## src/rtl/core/ads_pkg.sv

```systemverilog
// Shared constants, codes and types of the advertisement duplicate suppressor.
// Used by the channel interfaces, the controller, the datapath and the checker.
// No dependencies.
package ads_pkg;

	localparam int TABLE_DEPTH       = 16;
	localparam int MAX_PAYLOAD_BYTES = 31;
	localparam int IDX_W             = (TABLE_DEPTH > 1) ? $clog2(TABLE_DEPTH) : 1;

	localparam int ADDR_W    = 48;
	localparam int TIME_W    = 32;
	localparam int LEN_W     = 5;
	localparam int CUT_W     = 16;
	localparam int WORD_W    = 64;
	localparam int WORD3_W   = 56;
	localparam int IN_PAY_W  = 3 * WORD_W + WORD3_W;
	localparam int PAY_W     = 8 * MAX_PAYLOAD_BYTES;
	localparam int OUTCOME_W = 3;

	localparam logic [LEN_W-1:0] MAX_LEN       = LEN_W'(MAX_PAYLOAD_BYTES);
	localparam logic [CUT_W-1:0] CUTOFF_RESET  = CUT_W'(3);

	typedef enum logic [OUTCOME_W-1:0] {
		OUT_NEW     = 3'd0,
		OUT_DROP    = 3'd1,
		OUT_AFTER   = 3'd2,
		OUT_CHANGED = 3'd3,
		OUT_FULL    = 3'd4
	} ads_outcome_t;

	typedef struct packed {
		logic [ADDR_W-1:0] addr;
		logic [TIME_W-1:0] last_seen;
		logic [LEN_W-1:0]  len;
		logic [PAY_W-1:0]  pay;
	} ads_entry_t;

	typedef struct packed {
		logic load_in;
		logic scan_rd;
		logic eval;
		logic commit;
		logic deliver;
	} ads_cmd_t;

	typedef struct packed {
		logic scan_last;
		logic out_free;
	} ads_sts_t;

endpackage

```

## src/rtl/core/ads_ctrl.sv

```systemverilog
// Controller state machine of the duplicate suppressor: sequences capture,
// table scan, evaluation, write-back and delivery. Depends on ads_pkg.
module ads_ctrl import ads_pkg::*; (
	input  logic     clk,
	input  logic     arst_n,
	input  logic     in_valid,
	output logic     in_ready,
	input  ads_sts_t sts,
	output ads_cmd_t cmd
);

	typedef enum logic [2:0] {
		ST_IDLE,
		ST_SCAN,
		ST_DRAIN,
		ST_EVAL,
		ST_COMMIT,
		ST_DELIVER
	} state_t;

	state_t state_q;
	logic   in_ready_q;

	always_ff @(posedge clk or negedge arst_n) begin
		if (!arst_n) begin
			state_q    <= ST_IDLE;
			in_ready_q <= 1'b1;
		end else begin
			unique case (state_q)
				ST_IDLE: begin
					if (in_valid && in_ready_q) begin
						state_q    <= ST_SCAN;
						in_ready_q <= 1'b0;
					end
				end
				ST_SCAN: begin
					if (sts.scan_last) begin
						state_q <= ST_DRAIN;
					end
				end
				ST_DRAIN:  state_q <= ST_EVAL;
				ST_EVAL:   state_q <= ST_COMMIT;
				ST_COMMIT: state_q <= ST_DELIVER;
				ST_DELIVER: begin
					if (sts.out_free) begin
						state_q    <= ST_IDLE;
						in_ready_q <= 1'b1;
					end
				end
				default: begin
					state_q    <= ST_IDLE;
					in_ready_q <= 1'b1;
				end
			endcase
		end
	end

	assign in_ready = in_ready_q;

	always_comb begin
		cmd = '0;
		unique case (state_q)
			ST_IDLE:    cmd.load_in = in_valid && in_ready_q;
			ST_SCAN:    cmd.scan_rd = 1'b1;
			ST_DRAIN:   cmd = '0;
			ST_EVAL:    cmd.eval    = 1'b1;
			ST_COMMIT:  cmd.commit  = 1'b1;
			ST_DELIVER: cmd.deliver = sts.out_free;
			default:    cmd = '0;
		endcase
	end

endmodule

```

## config.mk

```make
export PLATFORM = sky130hd
export DESIGN_NAME = ads_ctrl
export DESIGN_NICKNAME = d
export VERILOG_FILES = /design/src/rtl/core/ads_pkg.sv /design/src/rtl/core/ads_ctrl.sv
export SDC_FILE = /design/constraint.sdc
export NUM_CORES = 1
export LEC_CHECK = 0
export BUFFER_PORTS_ARGS = -buffer_cell sky130_fd_sc_hd__buf_2
export CORE_AREA = 2 2 39 41
export CTS_CLUSTER_SIZE = 20
export DETAILED_ROUTE_END_ITERATION = 6
export DIE_AREA = 0 0 41 43
export PLACE_DENSITY = 0.41
export SETUP_SLACK_MARGIN = 0.15
export SLEW_MARGIN = 20
export SYNTH_ARGS = -nofsm -noshare
export SYNTH_HDL_FRONTEND = slang
export SYNTH_SLANG_ARGS = --single-unit
```

## constraint.sdc

```tcl
create_clock -name clk -period 1.3 [get_ports clk]
set_input_delay 0.195 -clock clk [delete_from_list [all_inputs] [get_ports clk]]
set_output_delay 0.195 -clock clk [all_outputs]
set_load 0.01 [all_outputs]
```

# Yosys cells after proc, flatten, opt, wreduce, memory -nomap -nowiden
# Cells that the tools add are included.
dict set report totals {
  regBits 4
  input_bits 5
  out_inout_bits 6
  word_cells 28
}
dict set report op_classes {
  n_eq_ne 8
  n_mux 12
  bitwise 1
  n_reduce_logical 5
}
# op count
set ops {}
lappend ops {{$pmux W3 S6} 1}
lappend ops {{$mux W3} 3}
lappend ops {{$mux W1} 7}
lappend ops {{$eq A3 B2 Y1 const B} 2}
lappend ops {{$eq A3 B3 Y1 const B} 2}
lappend ops {{$ne A2 B2 Y1 const B} 3}
lappend ops {{$reduce_and A3 Y1} 2}
lappend ops {{$reduce_or A4 Y1} 1}
lappend ops {{$eq A3 B1 Y1 const B} 1}
lappend ops {{$logic_not A3 Y1} 1}
lappend ops {{$pmux W1 S3} 1}
lappend ops {{$logic_and A1 B1 Y1} 1}
lappend ops {{$not A1 Y1} 1}

# Depth between registers and ports, before layout
# Gate-level depths: netlist of the first run.
dict set report depth {
  ltp_word 4
  depth_mapped 4
  depth_no_buf 3
}

# Worst setup path before layout of the first run
# Ideal clock, no wire load.
dict set report synth_path {
  path_kind {reg-to-output}
  startpoint {reg state_q[1]}
  endpoint {out cmd[4] in the netlist's numbering}
  arrival_ns 0.852
  t_required_ns 1.105
  setup_slack_ns 0.253
  stages_incl_launch_ff 4
  n_path_buf 1
  cell_sequence {dfrtp_1 -> buf_6 -> nor2_1 -> and4b_1}
}
# item line_no
set synth_lines {}
lappend synth_lines {{from (decl)} ads_ctrl.sv:21} ;# state_t state_q;
lappend synth_lines {{from (signal assigned)} ads_ctrl.sv:26} ;# state_q <= ST_IDLE;
lappend synth_lines {{from (signal assigned)} ads_ctrl.sv:32} ;# state_q <= ST_SCAN;
lappend synth_lines {{from (signal assigned)} ads_ctrl.sv:38} ;# state_q <= ST_DRAIN;
lappend synth_lines {{to (decl)} ads_ctrl.sv:9} ;# output ads_cmd_t cmd

==> metrics.cfg, run 1 <==
[status]
status=complete, but fails checks
violations=setup timing

[die]
ios=11
fp-row-count=14
die_area_um2=1763
start_util=0.1881
die_h_um=43
die_w_um=41
coreArea_um2=1384

[setup_path]
cp-end-kind=output port
rr_startpoint=state_q[0]
cp_slowest_cell=dfrtp_2
critPathLaunch=state_q[0]
path_max_fanout=5
cp.required_ns=1.11
cpPeakStageDelay_ns=0.44
reg2reg_depth=4
cp.arrival_ns=1.11
rrSetupSlack_ns=0.17
cp-start-kind=register
path_cells=nor2_4, and4b_1, buf_2
r2r-end=state_q[1]
critPathKind=register to output port

[place]
portBuffers=10
dp_slack_ns=0.1604
gp_congestion=0.6505

[yosys]
netlist.area_leader.share=0.2885
synth_seq_cells=4
netlist_top_cells_count=dfrtp_1, nor2_1, buf_4, nand2_1
ys_types=18
synth.largest_area_cell=dfrtp_1
synth_top_flop_cell=dfrtp_1
synth_area_um2=260.3
synth_edf_count=0
seq_area_frac_synth=0.3894
syn_avg_cell_area_um2=10.84
synth.area.top_cells=dfrtp_1, dfstp_2, a221oi_2, buf_4, and4b_2
syn-num-nets=29
syn_inst=24
async_flop_share=1.000
yosys_warnings=0

[pwr]
ir_worst_vdd_v=0.0005771
pwr-share-clk=0.186
power_density_nw_per_um2=2297
intPower_mw=0.5774
pwr-share-comb=0.518
power_frac_seq=0.295
sw_frac_of_total=0.3682
leakage_nw=0.1995
switching_power_mw=0.3365

[global_routing]
grt_max_degree=7
grt_pass1_vias=244
grt_usage=0.08442
grt_pass1_wl_um=966
grt_util_met2=0.1406
antenna_found_initial=0
grt.overflow.total=0
met1_usage=0.07742
busiest_layer=met2
grt_util_met3=0.01571

[clock_network]
cts_sinks=4
clock_latency_ns=0.24
clockRootBuffer=clkbuf_4
clk_path_buf_depth=2
cts_tree=yes
cts_max_level=1
path_clk_slew_ns=0.04
cts_buffers=3

[sta]
slew_viol_final=0
skew_ns=0.005567
hold_viol=0
setup_slack_ns=-0.006800
min_period_over_period=1.005
setup_violations=1
maxSlewHeadroom=0.8771
fin_setup_tns_ns=-0.006800
grt_setup_unrepaired=yes
max_freq_mhz=765.2
tightest_slew_ns=0.1844
period_minus_slack_ns=1.307

[route]
drt_iter0_markers=1
dr.pass1.iters=2
finalWirelength_um=618
avgRoutedWirePerCell_um=10.84
drc=0
num_vias=244
avgViaCountPerCell=4.281
ant_nets=0

[cells_and_area]
area_growth_pct=52.88
nets=47
drive_above_1_share=0.7073
final_core_util=0.2875
n_antenna_cell=0

[min_path]
hold_path.class=input pin to async pin

[run]
maxCapViolations=0

==> critical path: cells and delay by family (launching register included) <==
kind                   cells  cell delay, ns
flip-flops                 1            0.44
AND/OR/NAND/NOR            2            0.31
buffers and inverters      1            0.13
==> metrics by stage <==
step                      cells  power (mW)  hold slack, ns  instance area (um2)
final                        57      0.9138          0.2955                397.9
after global routing         57      0.9874          0.2997                397.9
after CTS                    57      0.9109          0.2847                392.9
after detailed placement     47      0.5953        0.004576                304.0
after global placement       47      0.5956        0.005288                304.0
after floorplan              24      0.5584         -0.1006                260.3
==> worst max-delay path by stage <==
stage               slack, ns  depth (start not counted)      to
floorplan                0.25                          3  cmd[4]
global placement         0.18                          3  cmd[4]
detailed placement       0.16                          3  cmd[4]
CTS                     -0.02                          3  cmd[4]
global route            -0.07                          3  cmd[4]
finish                 -0.007                          3  cmd[4]
==> area by class of cell <==
| cell class | instances | area (um2) |
|---|---|---|
| Sequential cell | 4 | 105.1 |
| Tap cell | 16 | 20.02 |
| Clock buffer | 4 | 26.28 |
| Timing Repair Buffer | 16 | 101.3 |
| Multi-Input combinational cell | 17 | 145.1 |
| Fill cell | 160 | 985.9 |
==> power groups by stage <==
stage	Sequential, mW	Combinational [mW]	Clock, mW
detailed placement	0.286	0.309	0
global route	0.280	0.520	0.188
global placement	0.285	0.311	0
floorplan	0.207	0.352	0
CTS	0.259	0.472	0.180
finish	0.270	0.474	0.170
==> sequential cells by signal, indices dropped and copies added, names as in the netlist <==
signal,cells
in_ready,1
state_q,3
==> routing by layer <==
| metal | vias to the layer above | part of all wire |
|---|---|---|
| met5 | - | 0 |
| met4 | 0 | 0 |
| met3 | 0 | 0.039 |
| met2 | 4 | 0.60 |
| met1 | 119 | 0.36 |
| li1 | 121 | - |
==> kinds of logic (layout without fill, tap and decap cells) <==
group,Yosys count,after routing,share of synthesized area
simple gates,9,9,0.2068
buf+inv,3,20,0.1009
mux,2,2,0.08173
flops,4,4,0.3894
compound gates,6,6,0.2212
==> cell usage in the layout, fill, tap and decap left out <==
| cell type | count |
|---|---|
| nand2_1 | 2 |
| a21boi_0 | 1 |
| a21oi_2 | 1 |
| nor2_1 | 2 |
| dfstp_2 | 1 |
| buf_4 | 4 |
| buf_6 | 1 |
| a211o_1 | 1 |
| a21o_2 | 1 |
| nor2_4 | 1 |
| mux2i_1 | 1 |
| dlygate4sd3_1 | 1 |
| buf_2 | 10 |
| and4b_2 | 1 |
| dfrtp_2 | 3 |
| a221oi_2 | 1 |
| nor3b_2 | 1 |
| o22a_1 | 1 |
| clkbuf_4 | 3 |
| and2_1 | 1 |
| clkbuf_1 | 1 |
| mux2_2 | 1 |
| and4b_1 | 1 |
==> timing repair <==
action                                  in CTS  in global routing
endpoints found under the setup margin       5                  7
hold buffers                                 1                  0
pin swaps                                    5                  2
setup buffers                                5                  0
endpoints found under the hold margin        4                  0
resized for setup                            6                  1
Power figures use the tool's default switching activity.
==> run 2, diff against run 1 <==
CTS_BUF_LIST = sky130_fd_sc_hd__clkbuf_16   (was default)
==> run 2 against run 1 <==
  * The run now ends clean
  * Clock skew fell by 0.0036 ns
  * Non-clock buffer count did not move
  * Cell area rose by 13%
  * Sequential power barely moved
  * Critical path depth did not move
  * Routed wire length rose by 1.8%
  * Register-to-register slack barely moved
  * Utilization rose by 3.8 points
  * Hold slack improved by 0.017 ns
  * Sequential cell count did not move
  * Final cell count did not move
  * Largest cell class unchanged
  * Largest power group is now clock
==> metrics.cfg, run 2 (synthesis gave the netlist of run 1 again) <==
[clock_network]
clock_latency_ns=0.23  ; about the same
cts_max_level=1  ; unchanged
cts_buffers=3  ; unchanged
clockRootBuffer=clkbuf_16
cts_sinks=4  ; unchanged
clk_path_buf_depth=2  ; unchanged
path_clk_slew_ns=0.03  ; about the same
cts_tree=yes

[route]
num_vias=243  ; -0.41%
ant_nets=0  ; unchanged
finalWirelength_um=629  ; +1.8%
dr.pass1.iters=2  ; unchanged
avgViaCountPerCell=4.263  ; -0.41%
drt_iter0_markers=1  ; unchanged
drc=0  ; unchanged
avgRoutedWirePerCell_um=11.04  ; +1.8%

[sta]
maxSlewHeadroom=0.8766  ; about the same
hold_ws_ns=0.3126  ; +0.01719 ns
setup_violations=0  ; -1
period_minus_slack_ns=1.291  ; -0.01570 ns
hold_viol=0  ; unchanged
max_freq_mhz=774.5  ; +1.2%
slew_viol_final=0  ; unchanged
tightest_slew_ns=0.1851  ; +0.0007471 ns
grt_setup_unrepaired=yes
skew_ns=0.001984  ; -0.003583 ns
min_period_over_period=0.9932  ; -0.01208

[global_routing]
grt_pass1_vias=253  ; +3.7%
grt_usage=0.08761  ; +0.003191
grt.overflow.total=0  ; unchanged
antenna_found_initial=0  ; unchanged
grt_max_degree=7  ; unchanged
grt_pass1_wl_um=972  ; +0.62%

[pwr]
power_density_nw_per_um2=2736  ; +19%
totalPowerFinal_mw=1.232  ; +35%
ir_worst_vdd_v=0.001094  ; +90%
leakage_nw=0.2268  ; +14%

[die]
ios=11  ; unchanged
die_w_um=41  ; unchanged
start_util=0.1881  ; unchanged
coreArea_um2=1384  ; unchanged
die_h_um=43  ; unchanged
die_area_um2=1763  ; unchanged
fp-row-count=14  ; unchanged

[min_path]
hold_path.class=input pin to register

[place]
gp_congestion=0.6505  ; unchanged
dp_cells=47  ; unchanged
portBuffers=10  ; unchanged

[setup_path]
cp-start-kind=register
cp.required_ns=1.11  ; about the same
cp-end-kind=output port
path_max_fanout=5  ; unchanged
critPathKind=register to output port
cp.arrival_ns=1.10  ; about the same

[status]
status=finished, final reports clean

[cells_and_area]
largest_reg_flops=3  ; unchanged
drive_above_1_share=0.7073  ; unchanged
nets=47  ; unchanged
area_growth_pct=73.08
mostFrequentLayoutCell=buf_2
top_register=state_q
final_core_util=0.3255  ; +0.03797
layout.cells.non_filler=57  ; unchanged
n_antenna_cell=0  ; unchanged
layout_common_cells=buf_2, buf_4, clkbuf_16, dfrtp_2

[run]
maxCapViolations=0  ; unchanged

run 2: cell count changes in the layout (fill, tap and decap cells not counted), sizes merged:
cell / previous run / this run
inv: 0 / 1
clkbuf: 4 / 3
run 2: final cells by class:
cell class	instances	area [um2]
Fill cell	156	933.4
Multi-Input combinational cell	17	145.1
Sequential cell	4	105.1
Timing Repair Buffer	16	101.3
Clock buffer	3	75.07
Tap cell	16	20.02
Clock inverter	1	3.754
run 2: what timing repair did:
| action | CTS | global route |
|---|---|---|
| gates cloned | 0 | 0 |
| pin swaps | 4 | 3 |
| resized for setup | 6 | 1 |
| setup buffers | 5 | 0 |
| hold buffers | 1 | 0 |
| endpoints found under the hold margin | 4 | 0 |
| endpoints found under the setup margin | 5 | 5 |
run 2: stage by stage:
stage	setup WS (ns)	TNS, ns	cell area (um2)
floorplan	0.2529	0	260.3
global placement	0.1778	0	304.0
detailed placement	0.1604	0	304.0
CTS	0.0008263	0	445.4
global route	-0.04676	-0.06041	450.4
finish	0.008900	0	450.4
run 2: final timing paths:
kind / slack [ns] / start / cells past startpoint / to
worst max-delay path: 0.009 / state_q[0] / 3 / cmd[4]
worst min-delay path: 0.31 / sts[0] / 3 / state_q[0]
worst max register to register: 0.17 / state_q[1] / 3 / state_q[0]
worst min register to register: 0.59 / in_ready / 1 / in_ready
max in group asynchronous: 0.78 / arst_n / 2 / in_ready
min in group asynchronous: 0.32 / arst_n / 2 / state_q[2]
run 2: worst max-delay path, cell delays in order, from the launching register on:
cell     delay, ns
dfrtp_2       0.43
nor2_4        0.12
and4b_1       0.19
buf_2         0.13
run 2: metal layers:
| layer | up-vias | wire length, um | GRT usage |
|---|---|---|---|
| li1 | 119 | - | - |
| met2 | 4 | 373 | 0.1406 |
| met3 | 0 | 24 | 0.01571 |
| met4 | 0 | 0 | 0.1000 |
| met5 | - | 0 | 0 |
| met1 | 120 | 231 | 0.07792 |
run 2: power by group:
group / internal (mW) / switching (mW) / total, mW
Combinational: 0.271 / 0.202 / 0.473
Clock: 0.397 / 0.0927 / 0.490
Sequential: 0.191 / 0.0780 / 0.269
==> run 3, diff against run 2 <==
BUFFER_PORTS_ARGS = default   (was -buffer_cell sky130_fd_sc_hd__buf_2)
DONT_BUFFER_PORTS = 1   (was default)
PLACE_DENSITY = 0.34   (was 0.41)
==> run 3 against run 2 <==
  * Critical path depth decreased by 2
  * Die area stayed put
  * Register-to-register slack worse by 0.03 ns
  * Total power is 10% higher
  * Maximum frequency up 2.9%
  * Non-clock buffer count is 6 lower
  * Sequential cell count unchanged
  * Clock skew fell by 0.00080 ns
  * Highest routed layer is now met4
  * Hold slack lost 0.11 ns
  * Final cell count shrank 11%
  * Via count is 9.5% lower
==> metrics.cfg, run 3 (synthesis gave the netlist of run 1 again) <==
[status]
status=finished, final reports clean

[global_routing]
grt_usage=0.09768  ; +0.01007
grt_max_degree=8  ; +1
antenna_found_initial=0  ; unchanged
grt_pass1_wl_um=1055  ; +8.5%
grt_pass1_vias=235  ; -7.1%
grt.overflow.total=0  ; unchanged

[pwr]
pwr-share-comb=0.419  ; +0.035
switching_power_mw=0.4289  ; +15%
leakage_nw=0.2119  ; -6.6%
totalPowerFinal_mw=1.357  ; +10%
power_frac_seq=0.219  ; about the same
power_density_nw_per_um2=2947  ; +7.7%
pwr-share-clk=0.362  ; -0.036
sw_frac_of_total=0.3161  ; +0.01353
intPower_mw=0.9279  ; +8.0%
ir_worst_vdd_v=0.0006921  ; -37%

[cells_and_area]
layout_common_cells=buf_4, clkbuf_16, dfrtp_2, nor2_4, buf_6
mostFrequentLayoutCell=buf_4
largest_reg_flops=3  ; unchanged
drive_above_1_share=0.7714  ; +0.06411
top_register=state_q
n_antenna_cell=0  ; unchanged
nets=41  ; -13%
fill_cells=144  ; -7.7%
area_growth_pct=76.92
final_core_util=0.3327  ; +0.007234

[place]
portBuffers=0  ; -10
gp_congestion=0.6526  ; +0.32%
dp_hpwl_um=376.8

[sta]
tightest_slew_ns=0.1999  ; +0.01482 ns
period_minus_slack_ns=1.254  ; -0.03699 ns
grt_setup_unrepaired=yes
max_freq_mhz=797.4  ; +2.9%
hold_viol=0  ; unchanged
skew_ns=0.001188  ; -0.0007961 ns
maxSlewHeadroom=0.8667  ; -0.009880
hold_ws_ns=0.2065  ; -0.1061 ns
min_period_over_period=0.9647  ; -0.02846
slew_viol_final=0  ; unchanged
fin_setup_tns_ns=0  ; unchanged
setup_violations=0  ; unchanged

[min_path]
hold_path.class=input pin to register

[die]
die_area_um2=1763  ; unchanged
die_w_um=41  ; unchanged
die_h_um=43  ; unchanged
start_util=0.1881  ; unchanged
ios=11  ; unchanged
fp-row-count=14  ; unchanged
coreArea_um2=1384  ; unchanged

[setup_path]
crit_family=flip-flops
cp.required_ns=1.11  ; about the same
cpPeakStageDelay_ns=0.57  ; +0.14 ns
path_max_fanout=5  ; unchanged
cp.arrival_ns=1.06  ; -0.04 ns
critPathKind=register to output port
cp_slowest_cell=dfstp_2
crit_buf_inv=0  ; -1
cp-start-kind=register
cp-end-kind=output port
path_cells=and4b_1

[clock_network]
path_clk_slew_ns=0.03  ; about the same
cts_max_level=1  ; unchanged
clock_latency_ns=0.23  ; about the same
clockRootBuffer=clkbuf_16
cts_buffers=3  ; unchanged
clk_path_buf_depth=2  ; unchanged
cts_tree=yes
cts_sinks=4  ; unchanged

[route]
finalWirelength_um=634  ; +0.79%
dr.pass1.iters=2  ; unchanged
drc=0  ; unchanged
ant_nets=0  ; unchanged
num_vias=220  ; -9.5%
drt_iter0_markers=2  ; +1
avgViaCountPerCell=4.314  ; +1.2%
avgRoutedWirePerCell_um=12.43  ; +13%

[run]
maxCapViolations=0  ; unchanged

==> run 3: cell types whose count changed in the layout (fill, tap and decap cells not counted), sizes merged <==
cell  delta
buf      -6
==> run 3: layout make-up <==
class	count	area [um2]	share of cell area
clock inverter	1	3.754	0.008152
multi-input combinational	17	171.4	0.3723
timing repair buffer	10	85.08	0.1848
tap	16	20.02	0.04348
clock buffer	3	75.07	0.1630
sequential	4	105.1	0.2283
==> run 3: metrics by stage <==
step | setup WS, ns | area [um2] | std cells
6_report | 0.04589 | 460.4 | 51
5_1_grt | 0.01796 | 460.4 | 51
4_1_cts | 0.03663 | 427.9 | 49
3_5_place_dp | 0.1919 | 254.0 | 37
3_3_place_gp | 0.2033 | 254.0 | 37
2_1_floorplan | 0.2529 | 260.3 | 24
==> run 3: repair_timing <==
item,in CTS,in global routing
gates resized for setup,11,4
hold buffers,1,0
buffers inserted,7,2
pin swaps,2,5
endpoints found under the hold margin,4,0
endpoints found under the setup margin,5,7
==> run 3: path summary, 6_finish.rpt <==
kind / from / slack (ns) / endpoint / depth (start not counted)
max: in_ready / 0.05 / cmd[4] / 1
min: in_valid / 0.21 / in_ready / 2
max reg2reg: state_q[1] / 0.14 / state_q[0] / 4
min reg2reg: in_ready / 0.61 / in_ready / 1
max in group asynchronous: arst_n / 0.82 / in_ready / 1
min in group asynchronous: arst_n / 0.24 / state_q[1] / 1
==> run 3: power groups by stage <==
stage          Clock [mW]  Sequential (mW)  Combinational [mW]
2_1_floorplan           0            0.207               0.352
3_3_place_gp            0            0.299               0.246
3_5_place_dp            0            0.300               0.251
4_1_cts             0.502            0.297               0.471
5_1_grt             0.515            0.309               0.619
6_report            0.492            0.297               0.568
==> run 3: routing by layer <==
layer	share of wire	vias to the layer above	GRT usage
met4	0.044	0	0.1200
met5	0	-	0
met1	0.47	101	0.1364
met3	0.046	2	0.01571
li1	-	109	-
met2	0.44	8	0.1063
